`config.mk`:
```
export PLATFORM = sky130hd
export DESIGN_NAME = life_generation_row_engine
export DESIGN_NICKNAME = d
export VERILOG_FILES = /design/src/hw/rtl/lgre_pkg.sv /design/src/hw/rtl/lgre_next_row.sv /design/src/hw/rtl/life_generation_row_engine.sv
export SDC_FILE = /design/constraint.sdc
export NUM_CORES = 1
export LEC_CHECK = 0
export ABC_AREA = 1
export BUFFER_PORTS_ARGS = -buffer_cell sky130_fd_sc_hd__buf_4
export CELL_PAD_IN_SITES_DETAIL_PLACEMENT = 1
export CELL_PAD_IN_SITES_GLOBAL_PLACEMENT = 2
export CORE_MARGIN = 2
export CORE_UTILIZATION = 35
export CTS_CLUSTER_SIZE = 28
export DETAILED_ROUTE_END_ITERATION = 10
export PLACE_DENSITY = 0.8
export SLEW_MARGIN = 20
export SYNTH_ARGS = -nofsm -noshare
export SYNTH_HDL_FRONTEND = slang
export SYNTH_SLANG_ARGS = --single-unit
```
`constraint.sdc`:
```
create_clock -name clock -period 5 [get_ports clock]
set_input_delay 0.25 -clock clock [delete_from_list [all_inputs] [get_ports clock]]
set_output_delay 0.25 -clock clock [all_outputs]
set_load 0.03 [all_outputs]
```
`src/hw/rtl/lgre_pkg.sv`:
```
`timescale 1ns / 1ps

package lgre_pkg;

   localparam int ROW_WIDTH   = 64;
   localparam int COUNT_WIDTH = 7;
   localparam int MAX_COLUMNS = 64;

   // column count at reset covers the whole row
   localparam logic [COUNT_WIDTH-1:0] COLUMN_COUNT_RESET = COUNT_WIDTH'(64);

   typedef struct packed {
      logic [ROW_WIDTH-1:0] row_cells;
      logic                 last_row;
   } lgre_req_type;

   typedef struct packed {
      logic [ROW_WIDTH-1:0] next_cells;
      logic                 board_done;
   } lgre_rsp_type;

   // valid-column mask, count saturates at the column limit
   function automatic logic [ROW_WIDTH-1:0] col_mask(input logic [COUNT_WIDTH-1:0] count);
      logic [COUNT_WIDTH-1:0] n;
      logic [ROW_WIDTH-1:0]   m;
      n = count;
      if (n > COUNT_WIDTH'(MAX_COLUMNS)) begin
         n = COUNT_WIDTH'(MAX_COLUMNS);
      end
      if (n >= COUNT_WIDTH'(ROW_WIDTH)) begin
         m = '1;
      end else begin
         m = (ROW_WIDTH'(1) << n) - ROW_WIDTH'(1);
      end
      return m;
   endfunction

endpackage

```
`src/hw/rtl/lgre_next_row.sv`:
```
`timescale 1ns / 1ps

module lgre_next_row
   import lgre_pkg::*;
(
   input  logic [ROW_WIDTH-1:0] row_up,
   input  logic [ROW_WIDTH-1:0] row_mid,
   input  logic [ROW_WIDTH-1:0] row_down,
   input  logic [ROW_WIDTH-1:0] col_mask_bits,
   output logic [ROW_WIDTH-1:0] row_next
);

   // rows padded with a dead cell on each side
   logic [ROW_WIDTH+1:0] up_x;
   logic [ROW_WIDTH+1:0] mid_x;
   logic [ROW_WIDTH+1:0] down_x;
   logic [ROW_WIDTH-1:0] live;

   assign up_x   = {1'b0, row_up   & col_mask_bits, 1'b0};
   assign mid_x  = {1'b0, row_mid  & col_mask_bits, 1'b0};
   assign down_x = {1'b0, row_down & col_mask_bits, 1'b0};

   for (genvar i = 0; i < ROW_WIDTH; i++) begin : g_cell
      logic [3:0] ncount;
      assign ncount = 4'(up_x[i])   + 4'(up_x[i+1])   + 4'(up_x[i+2])
                    + 4'(mid_x[i])                    + 4'(mid_x[i+2])
                    + 4'(down_x[i]) + 4'(down_x[i+1]) + 4'(down_x[i+2]);
      // birth on three, survival on two or three
      assign live[i] = (ncount == 4'd3) || (mid_x[i+1] && (ncount == 4'd2));
   end

   assign row_next = live & col_mask_bits;

endmodule

```
`src/hw/rtl/life_generation_row_engine.sv`:
```
`timescale 1ns / 1ps

// channel | direction | handshake              | payload
// req     | in        | req_valid / req_stall  | lgre_req_type (row_cells, last_row)
// rsp     | out       | rsp_valid / rsp_stall  | lgre_rsp_type (next_cells, board_done)
// csr     | in        | csr_wr_en              | csr_wr_data (column_count)
//
// one row item per cycle unless stalled; a result passes the job and result registers
// a bottom row that follows a pending row gives two results; req stalls for the second
// the job register feeds one combinational neighbor-count pass into the result register
// reset (synchronous) clears kept rows, jobs and rsp_valid; column count returns to 64
// rsp_stall propagates into req_stall only when the job register cannot drain

module life_generation_row_engine
   import lgre_pkg::*;
(
   input  logic                   clock,
   input  logic                   reset,
   input  logic                   req_valid,
   output logic                   req_stall,
   input  lgre_req_type           req_payload,
   output logic                   rsp_valid,
   input  logic                   rsp_stall,
   output lgre_rsp_type           rsp_payload,
   input  logic                   csr_wr_en,
   input  logic [COUNT_WIDTH-1:0] csr_wr_data
);

   // column mask, rebuilt at each csr write
   logic [ROW_WIDTH-1:0] col_mask_ff;

   // board state: row above the pending row, the pending row
   logic [ROW_WIDTH-1:0] row_above_ff;
   logic [ROW_WIDTH-1:0] row_pending_ff;
   logic                 have_pending_ff;

   // job register: three rows r0 r1 r2
   // job a = (r0, r1, r2) for the pending row
   // job b = (r1, r2, dead) for the bottom row
   logic [ROW_WIDTH-1:0] job_r0_ff;
   logic [ROW_WIDTH-1:0] job_r1_ff;
   logic [ROW_WIDTH-1:0] job_r2_ff;
   logic                 job_a_ff, job_a_in;
   logic                 job_b_ff, job_b_in;

   // result register
   logic                 rsp_valid_ff;
   lgre_rsp_type         rsp_payload_ff, rsp_payload_in;

   logic                 move;
   logic                 job_a_left;
   logic                 job_b_left;
   logic                 accept;
   logic [ROW_WIDTH-1:0] cur_row;
   logic [ROW_WIDTH-1:0] calc_up;
   logic [ROW_WIDTH-1:0] calc_mid;
   logic [ROW_WIDTH-1:0] calc_down;
   logic [ROW_WIDTH-1:0] calc_next;

   // a job moves into the result register when that register is free or draining
   assign move       = (job_a_ff || job_b_ff) && (!rsp_valid_ff || !rsp_stall);
   // job a always goes first
   assign job_a_left = job_a_ff && !move;
   assign job_b_left = job_b_ff && !(move && !job_a_ff);

   assign req_stall  = job_a_left || job_b_left;
   assign accept     = req_valid && !req_stall;
   assign cur_row    = req_payload.row_cells & col_mask_ff;

   assign job_a_in   = accept ? have_pending_ff : job_a_left;
   assign job_b_in   = accept ? req_payload.last_row : job_b_left;

   // pick the rows for the job that moves this cycle
   assign calc_up    = job_a_ff ? job_r0_ff : job_r1_ff;
   assign calc_mid   = job_a_ff ? job_r1_ff : job_r2_ff;
   assign calc_down  = job_a_ff ? job_r2_ff : '0;

   lgre_next_row u_next_row (
      .row_up        (calc_up),
      .row_mid       (calc_mid),
      .row_down      (calc_down),
      .col_mask_bits (col_mask_ff),
      .row_next      (calc_next)
   );

   always_comb begin
      rsp_payload_in.next_cells = calc_next;
      rsp_payload_in.board_done = !job_a_ff;
   end

   // csr
   always_ff @(posedge clock) begin
      if (reset) begin
         col_mask_ff <= col_mask(COLUMN_COUNT_RESET);
      end else if (csr_wr_en) begin
         col_mask_ff <= col_mask(csr_wr_data);
      end
   end

   // board state and job flags
   always_ff @(posedge clock) begin
      if (reset) begin
         row_above_ff    <= '0;
         row_pending_ff  <= '0;
         have_pending_ff <= 1'b0;
         job_a_ff        <= 1'b0;
         job_b_ff        <= 1'b0;
      end else begin
         job_a_ff <= job_a_in;
         job_b_ff <= job_b_in;
         if (accept) begin
            if (req_payload.last_row) begin
               // board finished, next item starts under a dead border
               row_above_ff    <= '0;
               row_pending_ff  <= '0;
               have_pending_ff <= 1'b0;
            end else begin
               row_above_ff    <= have_pending_ff ? row_pending_ff : '0;
               row_pending_ff  <= cur_row;
               have_pending_ff <= 1'b1;
            end
         end
      end
   end

   // job rows, no reset needed
   always_ff @(posedge clock) begin
      if (accept) begin
         job_r0_ff <= row_above_ff;
         job_r1_ff <= have_pending_ff ? row_pending_ff : '0;
         job_r2_ff <= cur_row;
      end
   end

   // result register
   always_ff @(posedge clock) begin
      if (reset) begin
         rsp_valid_ff <= 1'b0;
      end else if (move) begin
         rsp_valid_ff <= 1'b1;
      end else if (!rsp_stall) begin
         rsp_valid_ff <= 1'b0;
      end
   end

   always_ff @(posedge clock) begin
      if (move) begin
         rsp_payload_ff <= rsp_payload_in;
      end
   end

   assign rsp_valid   = rsp_valid_ff;
   assign rsp_payload = rsp_payload_ff;

`ifndef ASSERT_OFF
   // with both jobs queued, no new row can be taken
   a_two_jobs_stall: assert property (@(posedge clock) disable iff (reset)
      (job_a_ff && job_b_ff) |-> req_stall)
      else $error("row taken while two jobs queued");

   // a bottom row closes the board
   a_last_clears: assert property (@(posedge clock) disable iff (reset)
      (accept && req_payload.last_row) |=> !have_pending_ff)
      else $error("pending row kept after bottom row");

   // any other row becomes pending
   a_row_pending: assert property (@(posedge clock) disable iff (reset)
      (accept && !req_payload.last_row) |=> (have_pending_ff && !job_b_ff))
      else $error("row not kept as pending");

   // no live cell beyond the column count
   a_mask_out: assert property (@(posedge clock) disable iff (reset)
      rsp_valid_ff |-> ((rsp_payload_ff.next_cells & ~col_mask_ff) == '0))
      else $error("live cell beyond column count");
`endif

endmodule
```
==> flow_summary.json, run 1 <==
{
  "grt_pass1_vias": 25400,
  "die_h_um": 301,
  "synth.distinct_cells": 37,
  "antenna_found_initial": 5,
  "route.detailed.drc": 0,
  "nNetsFinal": 4289,
  "post_cts_buffers": 0,
  "vias": 24100,
  "synthCells": 3586,
  "worst_pin_slew_ns": 1.08,
  "crit_type": "register to register",
  "syn_nets": 4106,
  "dr.pass1.iters": 7,
  "crit_fanout": 79,
  "holdWs_ns": 0.0443,
  "critical_path.cell_chain": "buf_12 > nor2_1 > nor3_1 > ha_1 > inv_1 > fa_1 > fa_1 > fa_1 > fa_1 > nor3_1 > a22oi_1 > a2111oi_0",
  "rrSetupSlack_ns": 0.42,
  "critPathMostFrequentCell": "fa_1",
  "rows": 108,
  "postRouteAntennaNets": 0,
  "final_common_cell": "inv_1",
  "overflow": 0,
  "fp.dieW_um": 301,
  "power_density_mw_per_mm2": 312,
  "synth.yosys.seq_area_share_pct": 37.7,
  "cts_tree": "yes",
  "rsz0062_at_grt": "no",
  "power.net_switching_mw": 3.51,
  "clock_sinks": 453,
  "gr-usage-all-layers_pct": 19.1,
  "crit_family": "adder cells",
  "dp.cells": 4802,
  "wirelength_um": 85500,
  "synth_seq_cells": 453,
  "die_area_mm2": 0.0906,
  "finalCriticalPeriod_ns": 4.58,
  "p_leak_nw": 17.2,
  "max_freq_mhz": 219,
  "htreeDepth": 2,
  "final_area_mm2": 0.0357,
  "post-route-period-util_pct": 91.5,
  "start_util_pct": 35.5,
  "port_buffers": 143,
  "critPathLaunchType": "register",
  "p_seq_share_pct": 39.1,
  "cap_violations": 0,
  "clk_path_buf_depth": 3,
  "place_congestion": 0.865,
  "numCtsBuffers": 55,
  "viasPerCell": 4.85,
  "slowest_delay_ns": 0.53,
  "avgSynthCellArea_um2": 8.61,
  "final_max_slew_viol_count": 0,
  "ir_drop_uv": 235,
  "status": "complete, no violations",
  "grt_max_degree": 101,
  "p_clk_share_pct": 35.4,
  "cp_slowest_cell": "fa_1",
  "nFillCells": 10300,
  "clock_latency_ns": 0.60,
  "slew_headroom_pct": 27.5,
  "critPathBufInv": 2,
  "p_int_mw": 7.65,
  "pwr-share-comb_pct": 25.4,
  "cp_data_required_time_ns": 5.34,
  "clk_pin_slew_ns": 0.06,
  "drt_iter0_drc": 1010,
  "clockRootBuffer": "clkbuf_16",
  "dp_hpwl_um": 63500,
  "final_cell_mix": "inv_1 (743), nand2_1 (649), nor2_1 (369)",
  "netSwitchingFraction_pct": 31.5,
  "critical_path_arrival_ns": 4.92,
  "crit_path_end_kind": "register",
  "antenna_cells": 0,
  "fin_skew_ns": 0.0266,
  "yosysWarnings": 0,
  "setup_viol_count_final": 0,
  "ios": 144,
  "drive_above_1_share_pct": 8.26,
  "hp-class": "primary input to register",
  "tns_ns": 0,
  "postPlaceCellArea_mm2": 0.0333,
  "core_mm2": 0.0870,
  "wire_per_inst_um": 17.2,
  "netlist_area_mm2": 0.0309,
  "syn_to_final_growth_pct": 15.8,
  "fin_cells": 4970,
  "grt_pass1_wl_um": 138000,
  "hold_violations": 0
}
==> through the flow <==
step	util [%]	setup WS [ns]	total power [mW]
after floorplan	-	0.360	6.38
after global placement	38.3	0.319	7.18
after detailed placement	38.3	0.291	7.29
after CTS	41.1	0.265	11.4
after global routing	41.1	0.00973	11.9
final	41.1	0.425	11.2
==> kinds of logic after synthesis <==
kind of cell	count (synthesis)	synth area share (%)
buf+inv	881	10.9
fa+ha+maj	443	24.1
simple gates	1365	18.6
xor+xnor	2	0.0568
compound gates	442	8.59
flops	453	37.7
==> power by group through the flow <==
stage	clock, mW	sequential [mW]	combinational (mW)
after floorplan	0	4.51	1.87
final	3.96	4.37	2.84
after detailed placement	0	4.45	2.84
after global routing	4.22	4.39	3.32
after global placement	0	4.44	2.74
after CTS	4.08	4.37	2.91
==> Yosys cell counts (all sizes together) <==
cell | n | area [µm²]
o221ai | 2 | 17.5
a211oi | 2 | 15.0
a2111oi | 55 | 482
edfxtp | 257 | 7720
buf | 38 | 200
nand2 | 659 | 2500
a31oi | 5 | 31.3
dfxtp | 196 | 3920
o21bai | 7 | 52.6
o21ai | 110 | 551
a22oi | 55 | 413
nand3 | 119 | 606
inv | 757 | 2850
clkbuf | 86 | 323
nor3 | 123 | 616
o31ai | 1 | 7.51
a21oi | 186 | 931
ha | 190 | 2380
nor2 | 387 | 1520
fa | 253 | 5060
o211ai | 12 | 90.1
nand4 | 77 | 488
a221oi | 7 | 61.3
xor2 | 2 | 17.5
==> cell type report <==
cell class,count,area [µm²],share of cell area (%)
multi-input combinational,2252,15900,44.5
timing repair buffer,250,2130,5.96
sequential,453,11600,32.6
inverter,757,2850,7.98
clock buffer,86,1650,4.61
clock inverter,17,131,0.368
tap,1155,1450,4.04
==> per-layer routing <==
metal	up-vias	GRT usage, %	routed length (µm)	part of all wire [%]
met5	-	0	62	0.073
met4	10	4.57	1920	2.2
met3	110	2.96	3170	3.7
met2	311	32.5	41000	48
met1	11800	25.4	39300	46
li1	11900	-	-	-
==> flip-flops by register name, summed over array words and instances (netlist names) <==
| register | cells |
|---|---|
| col_mask_ff | 64 |
| rsp_payload | 65 |
| job_r2_ff | 64 |
| job_a_ff | 1 |
| rsp_valid | 1 |
| job_r1_ff | 64 |
| row_above_ff | 64 |
| row_pending_ff | 64 |
| job_b_ff | 1 |
| job_r0_ff | 64 |
| have_pending_ff | 1 |
==> final timing paths <==
path	startpoint	depth (start not counted)	to
setup reg to reg	job_a_ff	12	rsp_payload[11]
setup / recovery	job_a_ff	12	rsp_payload[11]
hold / removal	reset	2	row_pending_ff[13]
hold reg to reg	row_above_ff[61]	0	job_r0_ff[61]
==> what timing repair did <==
action                                  CTS  global route
hold endpoints to repair                 80             0
hold buffers                             65             0
endpoints found under the setup margin    0             1
gates resized for setup                   0             3
Power figures use the tool's default switching activity.
==> run 2: changes to the inputs <==
SETUP_SLACK_MARGIN = 0.5   (was default)
==> flow_summary.json, run 2 (synthesis results as in run 1) <==
{
  "slew_headroom_pct": 41.5,
  "crit_start": "job_a_ff",
  "rrSetupSlack_ns": 0.75,
  "grt_pass1_wl_um": 142000,
  "seq_area_mm2": 0.0116,
  "wirelength_um": 88000,
  "post-route-period-util_pct": 85.0,
  "crit_path_end_kind": "register",
  "gr-usage-all-layers_pct": 19.7,
  "hold_violations": 0,
  "status": "complete, no violations",
  "pwr-share-comb_pct": 25.4,
  "clk_pin_slew_ns": 0.06,
  "cts_tree": "yes",
  "fin_skew_ns": 0.0204,
  "die_area_mm2": 0.0906,
  "htreeDepth": 2,
  "viasPerCell": 4.85,
  "final_util_pct": 41.8,
  "final_area_mm2": 0.0364,
  "port_buffers": 143,
  "r2r_cells": 14,
  "clockRootBuffer": "clkbuf_16",
  "clock_sinks": 453,
  "numCtsBuffers": 55,
  "place_congestion": 0.869,
  "power.net_switching_mw": 3.66,
  "p_seq_share_pct": 37.6,
  "grt_pass1_vias": 25900,
  "tns_ns": 0,
  "final_max_slew_viol_count": 0,
  "core_mm2": 0.0870,
  "route.detailed.drc": 0,
  "multi_input_area_mm2": 0.0161,
  "critPathLaunchType": "register",
  "rsz0062_at_grt": "yes",
  "clock_latency_ns": 0.60,
  "drive_above_1_share_pct": 10.3,
  "worstSetupEndpoint": "rsp_payload[54]",
  "crit_type": "register to register",
  "total_power_mw": 11.6,
  "holdCritStartpoint": "req_payload[43]",
  "netSwitchingFraction_pct": 31.5,
  "slowest_delay_ns": 0.47,
  "wire_per_inst_um": 17.6,
  "finalCriticalPeriod_ns": 4.25,
  "setup_viol_count_final": 0,
  "final_cell_mix": "inv_1 (743), nand2_1 (649), nor2_1 (369)",
  "holdWs_ns": 0.0280,
  "syn_to_final_growth_pct": 17.9,
  "grt_max_degree": 113,
  "start_util_pct": 35.5,
  "hp-class": "primary input to register",
  "dr.pass1.iters": 5,
  "worst_pin_slew_ns": 0.875,
  "critPathMostFrequentCell": "fa_1",
  "ios": 144,
  "cp_data_required_time_ns": 5.38,
  "critical_path_arrival_ns": 4.63,
  "max_freq_mhz": 235,
  "drt_iter0_drc": 1117,
  "dp_hpwl_um": 65500,
  "fp.dieW_um": 301,
  "critical_path.cell_chain": "inv_6 > buf_12 > buf_4 > nor2_1 > nor3_2 > ha_1 > inv_1 > fa_1 > fa_1 > fa_1 > fa_1 > nor3_1 > a22oi_1 > a2111oi_0",
  "cap_violations": 0,
  "postPlaceCellArea_mm2": 0.0335,
  "nNetsFinal": 4311,
  "vias": 24200,
  "clk_path_buf_depth": 3,
  "crit_fanout": 32,
  "overflow": 0,
  "power_density_mw_per_mm2": 319,
  "p_clk_share_pct": 36.9,
  "p_leak_nw": 17.4,
  "die_h_um": 301,
  "final_common_cell": "inv_1",
  "ir_drop_uv": 242,
  "antenna_found_initial": 6,
  "postRouteAntennaNets": 0,
  "largest_reg_flops": 65,
  "r2r-start": "job_a_ff",
  "antenna_cells": 0,
  "rows": 108,
  "cp_slowest_cell": "fa_1",
  "nFillCells": 10200,
  "p_int_mw": 7.95,
  "r2r-end": "rsp_payload[54]"
}
[run 2: changes by cell type in the layout (fill, tap and decap cells not counted), moves of 5 or more]
cell       change
a2111oi_1     +12
buf_12         +5
a2111oi_2      +5
nor3_1        -37
buf_4         +18
nor3_2        +37
clkbuf_1      -14
a2111oi_0     -17
[run 2: routing by layer]
layer	track usage, %	vias up	wire length [µm]
li1	-	11900	-
met1	26.2	11900	40300
met2	34.3	312	43100
met3	2.50	97	3020
met4	3.99	12	1430
met5	0	-	75
[run 2: worst min path at each step]
stage               cells after the start         endpoint  slack (ns)
finish                                  3    job_r2_ff[42]        0.03
global route                            3    job_r2_ff[42]        0.03
CTS                                     3    job_r2_ff[42]       0.005
detailed placement                      0     job_r0_ff[1]        0.42
global placement                        0    job_r0_ff[57]        0.41
floorplan                               1  have_pending_ff        0.34
[run 2: layout make-up]
cell class / instances / area share [%]
well taps: 1155 / 3.97
repair buffers: 272 / 6.48
inverters: 757 / 7.85
clock buffers: 73 / 4.46
flip-flops and latches: 453 / 32.0
clock inverters: 30 / 0.894
multi-input cells: 2252 / 44.3
[run 2: power groups by stage]
stage | sequential [mW] | clock, mW | combinational (mW)
global placement | 4.45 | 0 | 2.76
floorplan | 4.51 | 0 | 1.87
detailed placement | 4.45 | 0 | 2.89
finish | 4.37 | 4.28 | 2.95
CTS | 4.37 | 4.40 | 2.96
global route | 4.39 | 4.54 | 3.42
[run 2: stage by stage]
step | setup slack (ns) | cells
6_report | 0.750 | 4992
5_1_grt | 0.438 | 4992
4_1_cts | 0.467 | 4989
3_5_place_dp | 0.357 | 4822
3_3_place_gp | 0.357 | 4822
2_1_floorplan | 0.532 | 3586
[run 2: timing repair]
item,4_1_cts,5_1_grt
buffers inserted,0,3
endpoints found under the setup margin,6,49
hold endpoints to repair,88,0
resized for setup,5,58
pin swaps,0,2
hold buffers,64,0
[run 2: critical path, delay by kind of cell, from the launching register on]
kind	cells	cell delay, ns
adders and majority gates	5	2.05
AOI/OAI and AO/OA	2	0.36
and+or+nand+nor	3	0.50
buffers and inverters	4	0.68
DFF	1	0.41
